--- src/rtl/core/encoder_position_speed_defines.svh ---
// Assertion macros shared by the encoder position and speed block.
`ifndef ENCODER_POSITION_SPEED_DEFINES_SVH
`define ENCODER_POSITION_SPEED_DEFINES_SVH

// Check that a condition implies another in the same cycle.
`define EPS_ASSERT_NOW(lbl, ante, cons) \
  lbl: assert property (@(posedge clk) disable iff (!rst_n) (ante) |-> (cons)) \
    else $error("encoder_position_speed: same-cycle check failed");

// Check that a condition implies another in the following cycle.
`define EPS_ASSERT_NEXT(lbl, ante, cons) \
  lbl: assert property (@(posedge clk) disable iff (!rst_n) (ante) |=> (cons)) \
    else $error("encoder_position_speed: next-cycle check failed");

`endif

--- src/rtl/core/eps_pkg.sv ---
// Shared types and constants for the encoder position and speed block.
package eps_pkg;

  // Field and register widths
  localparam int READ_W    = 16;
  localparam int CFG_W     = 16;
  localparam int CFG_IDX_W = 2;
  localparam int TOTAL_W   = 32;
  localparam int POS_W     = 40;
  localparam int SPD_W     = 34;
  localparam int Q8_SHIFT  = 8;

  // Divider geometry: 40-bit dividend, 32-bit divisor, two quotient bits a cycle
  localparam int DVD_W      = 40;
  localparam int DSR_W      = 32;
  localparam int RADIX_BITS = 2;
  localparam int DIV_STEPS  = DVD_W / RADIX_BITS;
  localparam int STEP_CNT_W = $clog2(DIV_STEPS);

  // Queue between front and back
  localparam int QUEUE_DEPTH = 2;

  // Register indexes
  localparam logic [CFG_IDX_W-1:0] CFG_IDX_PPM    = 2'd0;
  localparam logic [CFG_IDX_W-1:0] CFG_IDX_PERIOD = 2'd1;

  // Register reset values
  localparam logic [CFG_W-1:0] PPM_RESET    = 16'd1;
  localparam logic [CFG_W-1:0] PERIOD_RESET = 16'd10;

  // Scaling constants: Q8 times 1000 ms per s, and the half-millimetre offset
  localparam logic [17:0]      SPD_SCALE  = 18'd256000;
  localparam logic [POS_W-1:0] POS_OFFSET = 40'd128;

  // Saturation limits of the pulse total
  localparam logic [TOTAL_W-1:0] TOTAL_MAX = 32'h7FFF_FFFF;
  localparam logic [TOTAL_W-1:0] TOTAL_MIN = 32'h8000_0000;

  // Item as classified by the front: magnitudes and signs
  typedef struct packed {
    logic [TOTAL_W-1:0] tot_mag;
    logic               tot_neg;
    logic [READ_W-1:0]  dlt_mag;
    logic               dlt_neg;
    logic               sat;
  } q_entry_t;

  // Queue status seen by both sides
  typedef struct packed {
    logic full;
    logic empty;
  } q_status_t;

  // Back-end sequencer states
  typedef enum logic [2:0] {
    BK_IDLE,
    BK_MUL,
    BK_DIV_POS,
    BK_DIV_SPD,
    BK_FIN
  } bk_state_t;

endpackage

--- src/rtl/core/eps_front.sv ---
// Front end: accepts readings, keeps the saturating pulse total, classifies items.
module eps_front (
  input  logic                        clk,
  input  logic                        rst_n,
  input  logic                        in_valid,
  output logic                        in_stall,
  input  logic [eps_pkg::READ_W-1:0]  in_counter_reading,
  input  eps_pkg::q_status_t          q_status,
  output logic                        q_push,
  output eps_pkg::q_entry_t           q_wdata
);

  logic [eps_pkg::TOTAL_W-1:0] total_r;
  logic [eps_pkg::TOTAL_W-1:0] total_nxt;
  logic [eps_pkg::TOTAL_W:0]   sum;
  logic                        ovf;
  logic [eps_pkg::TOTAL_W-1:0] clamped;
  logic                        dlt_neg;

  // Stall while the queue has no room
  assign in_stall = q_status.full;
  assign q_push   = in_valid && !q_status.full;

  // Add the signed delta to the total and clamp on overflow
  always_comb begin
    dlt_neg = in_counter_reading[eps_pkg::READ_W-1];
    sum = {total_r[eps_pkg::TOTAL_W-1], total_r}
        + {{(eps_pkg::TOTAL_W + 1 - eps_pkg::READ_W){dlt_neg}}, in_counter_reading};
    ovf = sum[eps_pkg::TOTAL_W] ^ sum[eps_pkg::TOTAL_W-1];
    if (ovf) begin
      clamped = sum[eps_pkg::TOTAL_W] ? eps_pkg::TOTAL_MIN : eps_pkg::TOTAL_MAX;
    end else begin
      clamped = sum[eps_pkg::TOTAL_W-1:0];
    end
    total_nxt = q_push ? clamped : total_r;
  end

  // Split the new total and the delta into sign and magnitude
  always_comb begin
    q_wdata.tot_neg = clamped[eps_pkg::TOTAL_W-1];
    q_wdata.tot_mag = clamped[eps_pkg::TOTAL_W-1] ? (eps_pkg::TOTAL_W'(0) - clamped) : clamped;
    q_wdata.dlt_neg = dlt_neg;
    q_wdata.dlt_mag = dlt_neg ? (eps_pkg::READ_W'(0) - in_counter_reading)
                              : in_counter_reading;
    q_wdata.sat     = ovf;
  end

  // Pulse total register
  always_ff @(posedge clk) begin
    if (!rst_n) begin
      total_r <= '0;
    end else begin
      total_r <= total_nxt;
    end
  end

endmodule

--- src/rtl/core/eps_fifo.sv ---
// Short queue of classified items between front and back.
module eps_fifo #(
  parameter int DEPTH = eps_pkg::QUEUE_DEPTH
) (
  input  logic               clk,
  input  logic               rst_n,
  input  logic               push,
  input  eps_pkg::q_entry_t  wdata,
  input  logic               pop,
  output eps_pkg::q_entry_t  rdata,
  output eps_pkg::q_status_t status
);

  localparam int PTR_W = $clog2(DEPTH);
  localparam int CNT_W = $clog2(DEPTH + 1);

  eps_pkg::q_entry_t mem_r [DEPTH];
  logic [PTR_W-1:0]  wr_ptr_r;
  logic [PTR_W-1:0]  wr_ptr_nxt;
  logic [PTR_W-1:0]  rd_ptr_r;
  logic [PTR_W-1:0]  rd_ptr_nxt;
  logic [CNT_W-1:0]  count_r;
  logic [CNT_W-1:0]  count_nxt;

  function automatic logic [PTR_W-1:0] ptr_inc(input logic [PTR_W-1:0] p);
    logic [PTR_W-1:0] r;
    r = (p == PTR_W'(DEPTH - 1)) ? '0 : p + PTR_W'(1);
    return r;
  endfunction

  assign status.full  = (count_r == CNT_W'(DEPTH));
  assign status.empty = (count_r == '0);
  assign rdata        = mem_r[rd_ptr_r];

  // Advance pointers and fill count
  always_comb begin
    wr_ptr_nxt = push ? ptr_inc(wr_ptr_r) : wr_ptr_r;
    rd_ptr_nxt = pop  ? ptr_inc(rd_ptr_r) : rd_ptr_r;
    unique case ({push, pop})
      2'b10:   count_nxt = count_r + CNT_W'(1);
      2'b01:   count_nxt = count_r - CNT_W'(1);
      default: count_nxt = count_r;
    endcase
  end

  always_ff @(posedge clk) begin
    if (!rst_n) begin
      wr_ptr_r <= '0;
      rd_ptr_r <= '0;
      count_r  <= '0;
    end else begin
      wr_ptr_r <= wr_ptr_nxt;
      rd_ptr_r <= rd_ptr_nxt;
      count_r  <= count_nxt;
    end
  end

  // Store entries
  always_ff @(posedge clk) begin
    if (push) begin
      mem_r[wr_ptr_r] <= wdata;
    end
  end

endmodule

--- src/rtl/core/eps_back.sv ---
// Back end: configuration registers, shared radix-4 divider and result register.
module eps_back (
  input  logic                              clk,
  input  logic                              rst_n,
  input  logic                              cfg_we,
  input  logic [eps_pkg::CFG_IDX_W-1:0]     cfg_index,
  input  logic [eps_pkg::CFG_W-1:0]         cfg_wdata,
  input  eps_pkg::q_status_t                q_status,
  output logic                              q_pop,
  input  eps_pkg::q_entry_t                 q_rdata,
  output logic                              out_valid,
  input  logic                              out_stall,
  output logic signed [eps_pkg::POS_W-1:0]  out_position_q8,
  output logic signed [eps_pkg::SPD_W-1:0]  out_speed_q8,
  output logic                              out_total_saturated
);

  localparam int DVD_W = eps_pkg::DVD_W;
  localparam int DSR_W = eps_pkg::DSR_W;
  localparam int CNT_W = eps_pkg::STEP_CNT_W;

  eps_pkg::bk_state_t state_r, state_nxt;

  logic [eps_pkg::CFG_W-1:0] ppm_r, ppm_nxt;
  logic [eps_pkg::CFG_W-1:0] per_r, per_nxt;
  logic [eps_pkg::CFG_W-1:0] ppm_eff;
  logic [eps_pkg::CFG_W-1:0] per_eff;

  eps_pkg::q_entry_t          ent_r, ent_nxt;
  logic [eps_pkg::SPD_W-1:0]  spd_dvd_r, spd_dvd_nxt;
  logic [DSR_W-1:0]           spd_dsr_r, spd_dsr_nxt;
  logic [DVD_W-1:0]           dvd_r, dvd_nxt;
  logic [DSR_W-1:0]           dsr_r, dsr_nxt;
  logic [DSR_W-1:0]           rem_r, rem_nxt;
  logic [CNT_W-1:0]           cnt_r, cnt_nxt;
  logic [eps_pkg::POS_W-1:0]  qpos_r, qpos_nxt;

  logic                       out_valid_r, out_valid_nxt;
  logic [eps_pkg::POS_W-1:0]  out_pos_r, out_pos_nxt;
  logic [eps_pkg::SPD_W-1:0]  out_spd_r, out_spd_nxt;
  logic                       out_sat_r, out_sat_nxt;

  logic [DVD_W-1:0]           dvd_w;
  logic [DSR_W-1:0]           rem_w;
  logic [eps_pkg::POS_W-1:0]  pos_res;
  logic [eps_pkg::SPD_W-1:0]  spd_res;

  assign out_valid           = out_valid_r;
  assign out_position_q8     = signed'(out_pos_r);
  assign out_speed_q8        = signed'(out_spd_r);
  assign out_total_saturated = out_sat_r;

  // Take zero settings as one
  assign ppm_eff = (ppm_r == '0) ? eps_pkg::CFG_W'(1) : ppm_r;
  assign per_eff = (per_r == '0) ? eps_pkg::CFG_W'(1) : per_r;

  // Write configuration; unknown indexes drop
  always_comb begin
    ppm_nxt = ppm_r;
    per_nxt = per_r;
    if (cfg_we) begin
      if (cfg_index == eps_pkg::CFG_IDX_PPM) begin
        ppm_nxt = cfg_wdata;
      end else if (cfg_index == eps_pkg::CFG_IDX_PERIOD) begin
        per_nxt = cfg_wdata;
      end
    end
  end

  // Two restoring division steps per cycle
  always_comb begin
    logic [DSR_W:0] trial;
    rem_w = rem_r;
    dvd_w = dvd_r;
    for (int i = 0; i < eps_pkg::RADIX_BITS; i++) begin
      trial = {rem_w, dvd_w[DVD_W-1]};
      dvd_w = {dvd_w[DVD_W-2:0], 1'b0};
      if (trial >= {1'b0, dsr_r}) begin
        rem_w    = DSR_W'(trial - {1'b0, dsr_r});
        dvd_w[0] = 1'b1;
      end else begin
        rem_w = trial[DSR_W-1:0];
      end
    end
  end

  // Restore signs and add the half-millimetre offset
  always_comb begin
    pos_res = (ent_r.tot_neg ? (eps_pkg::POS_W'(0) - qpos_r) : qpos_r) + eps_pkg::POS_OFFSET;
    spd_res = ent_r.dlt_neg ? (eps_pkg::SPD_W'(0) - dvd_r[eps_pkg::SPD_W-1:0])
                            : dvd_r[eps_pkg::SPD_W-1:0];
  end

  // Sequencer: pop, scale, divide position, divide speed, hand off
  always_comb begin
    state_nxt     = state_r;
    q_pop         = 1'b0;
    ent_nxt       = ent_r;
    spd_dvd_nxt   = spd_dvd_r;
    spd_dsr_nxt   = spd_dsr_r;
    dvd_nxt       = dvd_r;
    dsr_nxt       = dsr_r;
    rem_nxt       = rem_r;
    cnt_nxt       = cnt_r;
    qpos_nxt      = qpos_r;
    out_valid_nxt = out_valid_r && out_stall;
    out_pos_nxt   = out_pos_r;
    out_spd_nxt   = out_spd_r;
    out_sat_nxt   = out_sat_r;
    unique case (state_r)
      eps_pkg::BK_IDLE: begin
        if (!q_status.empty) begin
          q_pop     = 1'b1;
          ent_nxt   = q_rdata;
          state_nxt = eps_pkg::BK_MUL;
        end
      end
      eps_pkg::BK_MUL: begin
        spd_dsr_nxt = DSR_W'(ppm_eff) * DSR_W'(per_eff);
        spd_dvd_nxt = eps_pkg::SPD_W'(ent_r.dlt_mag) * eps_pkg::SPD_W'(eps_pkg::SPD_SCALE);
        dvd_nxt     = {ent_r.tot_mag, {eps_pkg::Q8_SHIFT{1'b0}}};
        dsr_nxt     = DSR_W'(ppm_eff);
        rem_nxt     = '0;
        cnt_nxt     = CNT_W'(eps_pkg::DIV_STEPS - 1);
        state_nxt   = eps_pkg::BK_DIV_POS;
      end
      eps_pkg::BK_DIV_POS: begin
        dvd_nxt = dvd_w;
        rem_nxt = rem_w;
        cnt_nxt = cnt_r - CNT_W'(1);
        if (cnt_r == '0) begin
          qpos_nxt  = dvd_w;
          dvd_nxt   = DVD_W'(spd_dvd_r);
          dsr_nxt   = spd_dsr_r;
          rem_nxt   = '0;
          cnt_nxt   = CNT_W'(eps_pkg::DIV_STEPS - 1);
          state_nxt = eps_pkg::BK_DIV_SPD;
        end
      end
      eps_pkg::BK_DIV_SPD: begin
        dvd_nxt = dvd_w;
        rem_nxt = rem_w;
        cnt_nxt = cnt_r - CNT_W'(1);
        if (cnt_r == '0) begin
          state_nxt = eps_pkg::BK_FIN;
        end
      end
      eps_pkg::BK_FIN: begin
        if (!out_valid_r || !out_stall) begin
          out_valid_nxt = 1'b1;
          out_pos_nxt   = pos_res;
          out_spd_nxt   = spd_res;
          out_sat_nxt   = ent_r.sat;
          state_nxt     = eps_pkg::BK_IDLE;
        end
      end
      default: begin
        state_nxt = eps_pkg::BK_IDLE;
      end
    endcase
  end

  // Control registers
  always_ff @(posedge clk) begin
    if (!rst_n) begin
      state_r     <= eps_pkg::BK_IDLE;
      out_valid_r <= 1'b0;
      ppm_r       <= eps_pkg::PPM_RESET;
      per_r       <= eps_pkg::PERIOD_RESET;
    end else begin
      state_r     <= state_nxt;
      out_valid_r <= out_valid_nxt;
      ppm_r       <= ppm_nxt;
      per_r       <= per_nxt;
    end
  end

  // Datapath registers
  always_ff @(posedge clk) begin
    ent_r     <= ent_nxt;
    spd_dvd_r <= spd_dvd_nxt;
    spd_dsr_r <= spd_dsr_nxt;
    dvd_r     <= dvd_nxt;
    dsr_r     <= dsr_nxt;
    rem_r     <= rem_nxt;
    cnt_r     <= cnt_nxt;
    qpos_r    <= qpos_nxt;
    out_pos_r <= out_pos_nxt;
    out_spd_r <= out_spd_nxt;
    out_sat_r <= out_sat_nxt;
  end

endmodule

--- src/rtl/core/encoder_position_speed.sv ---
// Top level of the encoder position and speed block.
// Usage:
//   Input channel (in_valid / in_stall / in_counter_reading) takes one reading of a
//   cleared 16-bit encoder counter per item. The front adds it to a saturating
//   32-bit pulse total in the accept cycle and queues the item.
//   Result channel (out_valid / out_stall / out_*) gives position in Q8 mm with a
//   half-millimetre offset, speed in Q8 mm/s and a saturation flag, one per item.
//   Configuration: cfg_we writes cfg_wdata to register cfg_index (0 pulses per mm,
//   1 sample period in ms); write only while the block is idle.
// Timing:
//   An accepted item waits in the queue; the back end pops it, scales it, divides
//   position, then speed, on the shared radix-4 divider and hands the result off.
//   The back end takes a new item only after it has handed off the last one.
//   The queue holds QUEUE_DEPTH items, so input is taken while the back end works.
// Reset: synchronous, active low; clears the pulse total, the queue, the result
//   valid flag and restores the configuration to 1 pulse/mm and 10 ms.
// Stall: a result holds on the outputs while out_stall is high; the back end
//   finishes the next item and waits, and in_stall rises once the queue is full.
`include "encoder_position_speed_defines.svh"

module encoder_position_speed #(
  parameter int QUEUE_DEPTH = eps_pkg::QUEUE_DEPTH
) (
  input  logic                              clk,
  input  logic                              rst_n,
  input  logic                              in_valid,
  output logic                              in_stall,
  input  logic [eps_pkg::READ_W-1:0]        in_counter_reading,
  output logic                              out_valid,
  input  logic                              out_stall,
  output logic signed [eps_pkg::POS_W-1:0]  out_position_q8,
  output logic signed [eps_pkg::SPD_W-1:0]  out_speed_q8,
  output logic                              out_total_saturated,
  input  logic                              cfg_we,
  input  logic [eps_pkg::CFG_IDX_W-1:0]     cfg_index,
  input  logic [eps_pkg::CFG_W-1:0]         cfg_wdata
);

  eps_pkg::q_status_t q_status;
  eps_pkg::q_entry_t  q_wdata;
  eps_pkg::q_entry_t  q_rdata;
  logic               q_push;
  logic               q_pop;

  // Accept and classify readings
  eps_front u_front (
    .clk                (clk),
    .rst_n              (rst_n),
    .in_valid           (in_valid),
    .in_stall           (in_stall),
    .in_counter_reading (in_counter_reading),
    .q_status           (q_status),
    .q_push             (q_push),
    .q_wdata            (q_wdata)
  );

  // Decouple front and back
  eps_fifo #(
    .DEPTH (QUEUE_DEPTH)
  ) u_fifo (
    .clk    (clk),
    .rst_n  (rst_n),
    .push   (q_push),
    .wdata  (q_wdata),
    .pop    (q_pop),
    .rdata  (q_rdata),
    .status (q_status)
  );

  // Divide and deliver results
  eps_back u_back (
    .clk                 (clk),
    .rst_n               (rst_n),
    .cfg_we              (cfg_we),
    .cfg_index           (cfg_index),
    .cfg_wdata           (cfg_wdata),
    .q_status            (q_status),
    .q_pop               (q_pop),
    .q_rdata             (q_rdata),
    .out_valid           (out_valid),
    .out_stall           (out_stall),
    .out_position_q8     (out_position_q8),
    .out_speed_q8        (out_speed_q8),
    .out_total_saturated (out_total_saturated)
  );

  // Queue never underflows or overflows
  `EPS_ASSERT_NOW(a_pop_nonempty, q_pop, !q_status.empty)
  `EPS_ASSERT_NOW(a_push_notfull, q_push, !q_status.full)
  // Back end works on one item at a time
  `EPS_ASSERT_NEXT(a_pop_spaced, q_pop, !q_pop)
  // A stalled result is never dropped
  `EPS_ASSERT_NEXT(a_out_kept, out_valid && out_stall, out_valid)

endmodule

--- config.mk ---
export PLATFORM = sky130hd
export DESIGN_NAME = encoder_position_speed
export DESIGN_NICKNAME = d
export VERILOG_FILES = /design/src/rtl/core/eps_pkg.sv /design/src/rtl/core/eps_front.sv /design/src/rtl/core/eps_fifo.sv /design/src/rtl/core/eps_back.sv /design/src/rtl/core/encoder_position_speed.sv
export VERILOG_INCLUDE_DIRS = /design/src /design/src/rtl/core
export SDC_FILE = /design/constraint.sdc
export NUM_CORES = 2
export LEC_CHECK = 0
export BUFFER_PORTS_ARGS = -buffer_cell sky130_fd_sc_hd__buf_2
export CORE_MARGIN = 2
export CORE_UTILIZATION = 64
export CTS_CLUSTER_DIAMETER = 30
export DETAILED_ROUTE_END_ITERATION = 8
export PLACE_DENSITY = 0.82
export SLEW_MARGIN = 20
export SYNTH_ARGS = -nofsm -noshare
export SYNTH_HDL_FRONTEND = slang
export SYNTH_SLANG_ARGS = --single-unit
--- constraint.sdc ---
create_clock -name clk -period 8 [get_ports clk]
set_input_delay 0.4 -clock clk [delete_from_list [all_inputs] [get_ports clk]]
set_output_delay 0.4 -clock clk [all_outputs]
set_load 0.02 [all_outputs]
==> flow_summary.yaml <==
run_status:
  outcome: "finished, violations left"
  violations: "DRC"
critical_path:
  crit_required_ps: 8410
  path_class: "flop to flop"
  arrival_ps: 7440
  endpoint_kind: "flop"
  r2r-start: "u_back.ppm_r[3]$_SDFFE_PN0P_"
  reg2reg_slack_ps: 980
  crit_path_max_fanout: 9
  cp-start-kind: "flop"
  r2r-end: "u_back.spd_dsr_r[31]$_DFFE_PP_"
  r2r_cells: 26
grt:
  grt_util_all_layers_pct: 30.37
  grt_use_met3_pct: 5.600
  grt_pass1_wl_um: 151300
  grt_use_met1_pct: 42.01
  grt_max_degree: 76
  busiest_layer: "met2"
  antenna_found_initial: 0
  grt_pass1_vias: 28790
  grt-ovfl-total: 0
  use_met2_pct: 48.43
sta:
  maxSlewViolCount: 0
  setup_viol: 0
  finalCriticalPeriod_ps: 7025
  relSlewSlack_pct: 28.43
  hold_viol_final: 0
  skew_ps: 54.04
  fmax_mhz: 142.4
  fin_setup_tns_ps: 0
  worst-slew-pin-transition_ps: 1074
  fin_crit_sh_pct: 87.81
  grt_setup_unrepaired: "false"
synthesis:
  ys_seq_elements: 504
  syn_area_per_cell_um2: 10.22
  yosysUniqueCellTypes: 103
  synth_edf_count: 432
  yosysSeqAreaShare_pct: 37.64
  synth_ff_type: "edfxtp_1"
  syn-cell-area_um2: 38300
  netlist_instances: 3746
  async_flop_share_pct: 0
  ys_warn_count: 0
  synth_fp_nets: 4298
cts:
  cts_buffers: 99
  holdBufCountCts: 18
  clkTransAtPathRegs_ps: 60
  cts_setup_buffers: 0
  cts_tree: "done"
  clkSinkCount: 504
  ctsResizeCount: 0
  h-tree-depth: 3
  clock-root-buffer: "clkbuf_16"
  clk_latency_ps: 670
  clk_path_buf_depth: 3
cells_and_area:
  nFillCells: 3843
  post_route_cells_drive_above_1_share_pct: 12.43
  area_delta_synth_final_pct: 13.19
  nets: 4418
  regArea_um2: 14420
  multi_input_area_um2: 21990
floorplanning:
  start_util_pct: 64.77
  core-area_um2: 59130
  die_x_um: 248.6
  std_cell_rows: 89
  io_pins: 116
  die_h_um: 248.6
  die_area_um2: 61810
min_path:
  min_path_type: "input pin to flop"
  hold_path_end: "u_fifo.mem_r[1][2]$_DFFE_PP_"
  hold_path_depth: 1
  min-delay-start: "in_counter_reading[0]"
route:
  first_pass_iters: 9
  wire_per_inst_um: 19.66
  wl_um: 92880
  first_iter_violations: 2659
  routed_via_density: 6.105
  ant_nets: 0
  drc_errors: 32
  num_vias: 28850
placement:
  gp_congestion: 0.9398
  portBuffers: 115
  dp_hpwl_um: 63820
job:
  drv_cap: 0
[state kept, by name (all words and copies together), names as in the netlist, 34 cells and up]
| name | count |
|---|---|
| u_back.dvd_r | 40 |
| u_back.ent_r | 51 |
| u_back.out_position_q8 | 40 |
| u_back.out_speed_q8 | 34 |
| u_back.qpos_r | 40 |
| u_fifo.mem_r | 102 |
[cell families after synthesis]
logic type / synth area share (%)
muxes: 3.679
DFF: 37.64
buffers and inverters: 5.123
adders and majority gates: 21.68
AOI/OAI and AO/OA: 11.80
and+or+nand+nor: 14.53
xor gates and xnor gates: 5.557
[synth_stat cells (24+ instances only)]
| cell | instances | share of area, % |
|---|---|---|
| a211oi_1 | 24 | 0.47 |
| a21o_1 | 47 | 0.92 |
| a21oi_1 | 223 | 2.9 |
| and2_1 | 142 | 2.3 |
| clkbuf_1 | 145 | 1.4 |
| dfxtp_1 | 72 | 3.8 |
| edfxtp_1 | 432 | 34 |
| fa_1 | 251 | 13 |
| ha_1 | 262 | 8.6 |
| inv_1 | 356 | 3.5 |
| mux2_2 | 86 | 2.5 |
| mux2i_1 | 44 | 1.2 |
| nand2_1 | 406 | 4.0 |
| nand2b_1 | 25 | 0.41 |
| nand3_1 | 60 | 0.78 |
| nor2_1 | 239 | 2.3 |
| nor2b_1 | 37 | 0.60 |
| nor3_1 | 57 | 0.74 |
| o21a_1 | 29 | 0.57 |
| o21ai_0 | 151 | 2.0 |
| o31ai_1 | 37 | 0.73 |
| or3_1 | 28 | 0.46 |
| xnor2_1 | 184 | 4.2 |
| xor2_1 | 59 | 1.3 |
[critical path, stage by stage, from the launching register on]
cell	delay [ps]
dfxtp_1	300
nor4_1	350
a41oi_1	290
buf_4	250
nand2b_1	170
fa_1	530
fa_1	420
inv_1	60
ha_1	130
inv_1	50
fa_1	480
fa_1	400
fa_1	520
inv_1	40
ha_1	340
o21a_1	210
o21ai_0	290
a21oi_1	130
a2111oi_0	470
buf_4	190
o31ai_1	110
a21oi_1	200
and4b_1	250
nor2_1	70
a211o_1	260
a21oi_1	170
xnor2_1	80
[layer usage]
| metal | part of all wire [%] | vias up |
|---|---|---|
| met3 | 8.8 | 222 |
| li1 | - | 13320 |
| met5 | 0 | - |
| met2 | 46 | 1366 |
| met1 | 42 | 13940 |
| met4 | 2.9 | 0 |
[cell usage in the layout (no fill, tap or decap), types with 14 or more instances in the layout]
cell type and instances:
a211oi_1 24, a21o_1 47, a21oi_1 222, a31oi_1 17, and2_1 142, and3_1 22, buf_2 115, buf_4 45
clkbuf_16 101, clkinvlp_4 14, dfxtp_1 71, dlygate4sd3_1 18, edfxtp_1 432, fa_1 251, ha_1 262, inv_1 356
inv_6 19, mux2_2 86, mux2i_1 44, nand2_1 406, nand2b_1 24, nand3_1 60, nor2_1 233, nor2b_1 37
nor3_1 57, nor4_1 21, o211ai_1 21, o21a_1 29, o21ai_0 151, o21bai_1 19, o31ai_1 37, o41ai_1 17
or3_1 28, or4_1 16, xnor2_1 184, xor2_1 59
[worst max path at each step]
stage | startpoint | to | slack [ps] | cells after the start
floorplan | u_back.state_r[0]$_SDFFE_PN0P_ | u_fifo.count_r[1]$_SDFFE_PN0P_ | 940 | 5
global placement | u_back.ppm_r[3]$_SDFFE_PN0P_ | u_back.spd_dsr_r[31]$_DFFE_PP_ | 1180 | 26
global route | u_back.ppm_r[7]$_SDFFE_PN0P_ | u_back.spd_dsr_r[31]$_DFFE_PP_ | 480 | 26
finish | u_back.ppm_r[3]$_SDFFE_PN0P_ | u_back.spd_dsr_r[31]$_DFFE_PP_ | 980 | 26
detailed placement | u_back.ppm_r[3]$_SDFFE_PN0P_ | u_back.spd_dsr_r[31]$_DFFE_PP_ | 1000 | 26
CTS | u_back.ppm_r[3]$_SDFFE_PN0P_ | u_back.spd_dsr_r[31]$_DFFE_PP_ | 990 | 26
[metrics by stage]
stage	util [%]	hold slack [ps]	instances	instance area, um2	worst slack (ps)
after floorplan	-	400.3	3746	38300	941.6
after global placement	67.04	418.7	4519	39640	1177
after detailed placement	67.04	450.9	4519	39640	996.2
after CTS	73.27	1.617	4723	43320	985.7
after global routing	73.30	20.03	4724	43340	483.6
final	73.31	39.61	4725	43350	975.2
[area by class of cell]
| class | count | area share, % |
|---|---|---|
| multi-input combinational | 2722 | 50.74 |
| antenna | 1 | 0.005773 |
| clock buffer | 109 | 5.992 |
| sequential | 504 | 33.26 |
| clock inverter | 77 | 2.093 |
| timing repair buffer | 179 | 2.569 |
| tap | 773 | 2.231 |
| inverter | 360 | 3.117 |
Power is left out: the tool's default activity adds up to more than one toggle a clock period on the data nets, which glitch-free logic cannot reach.
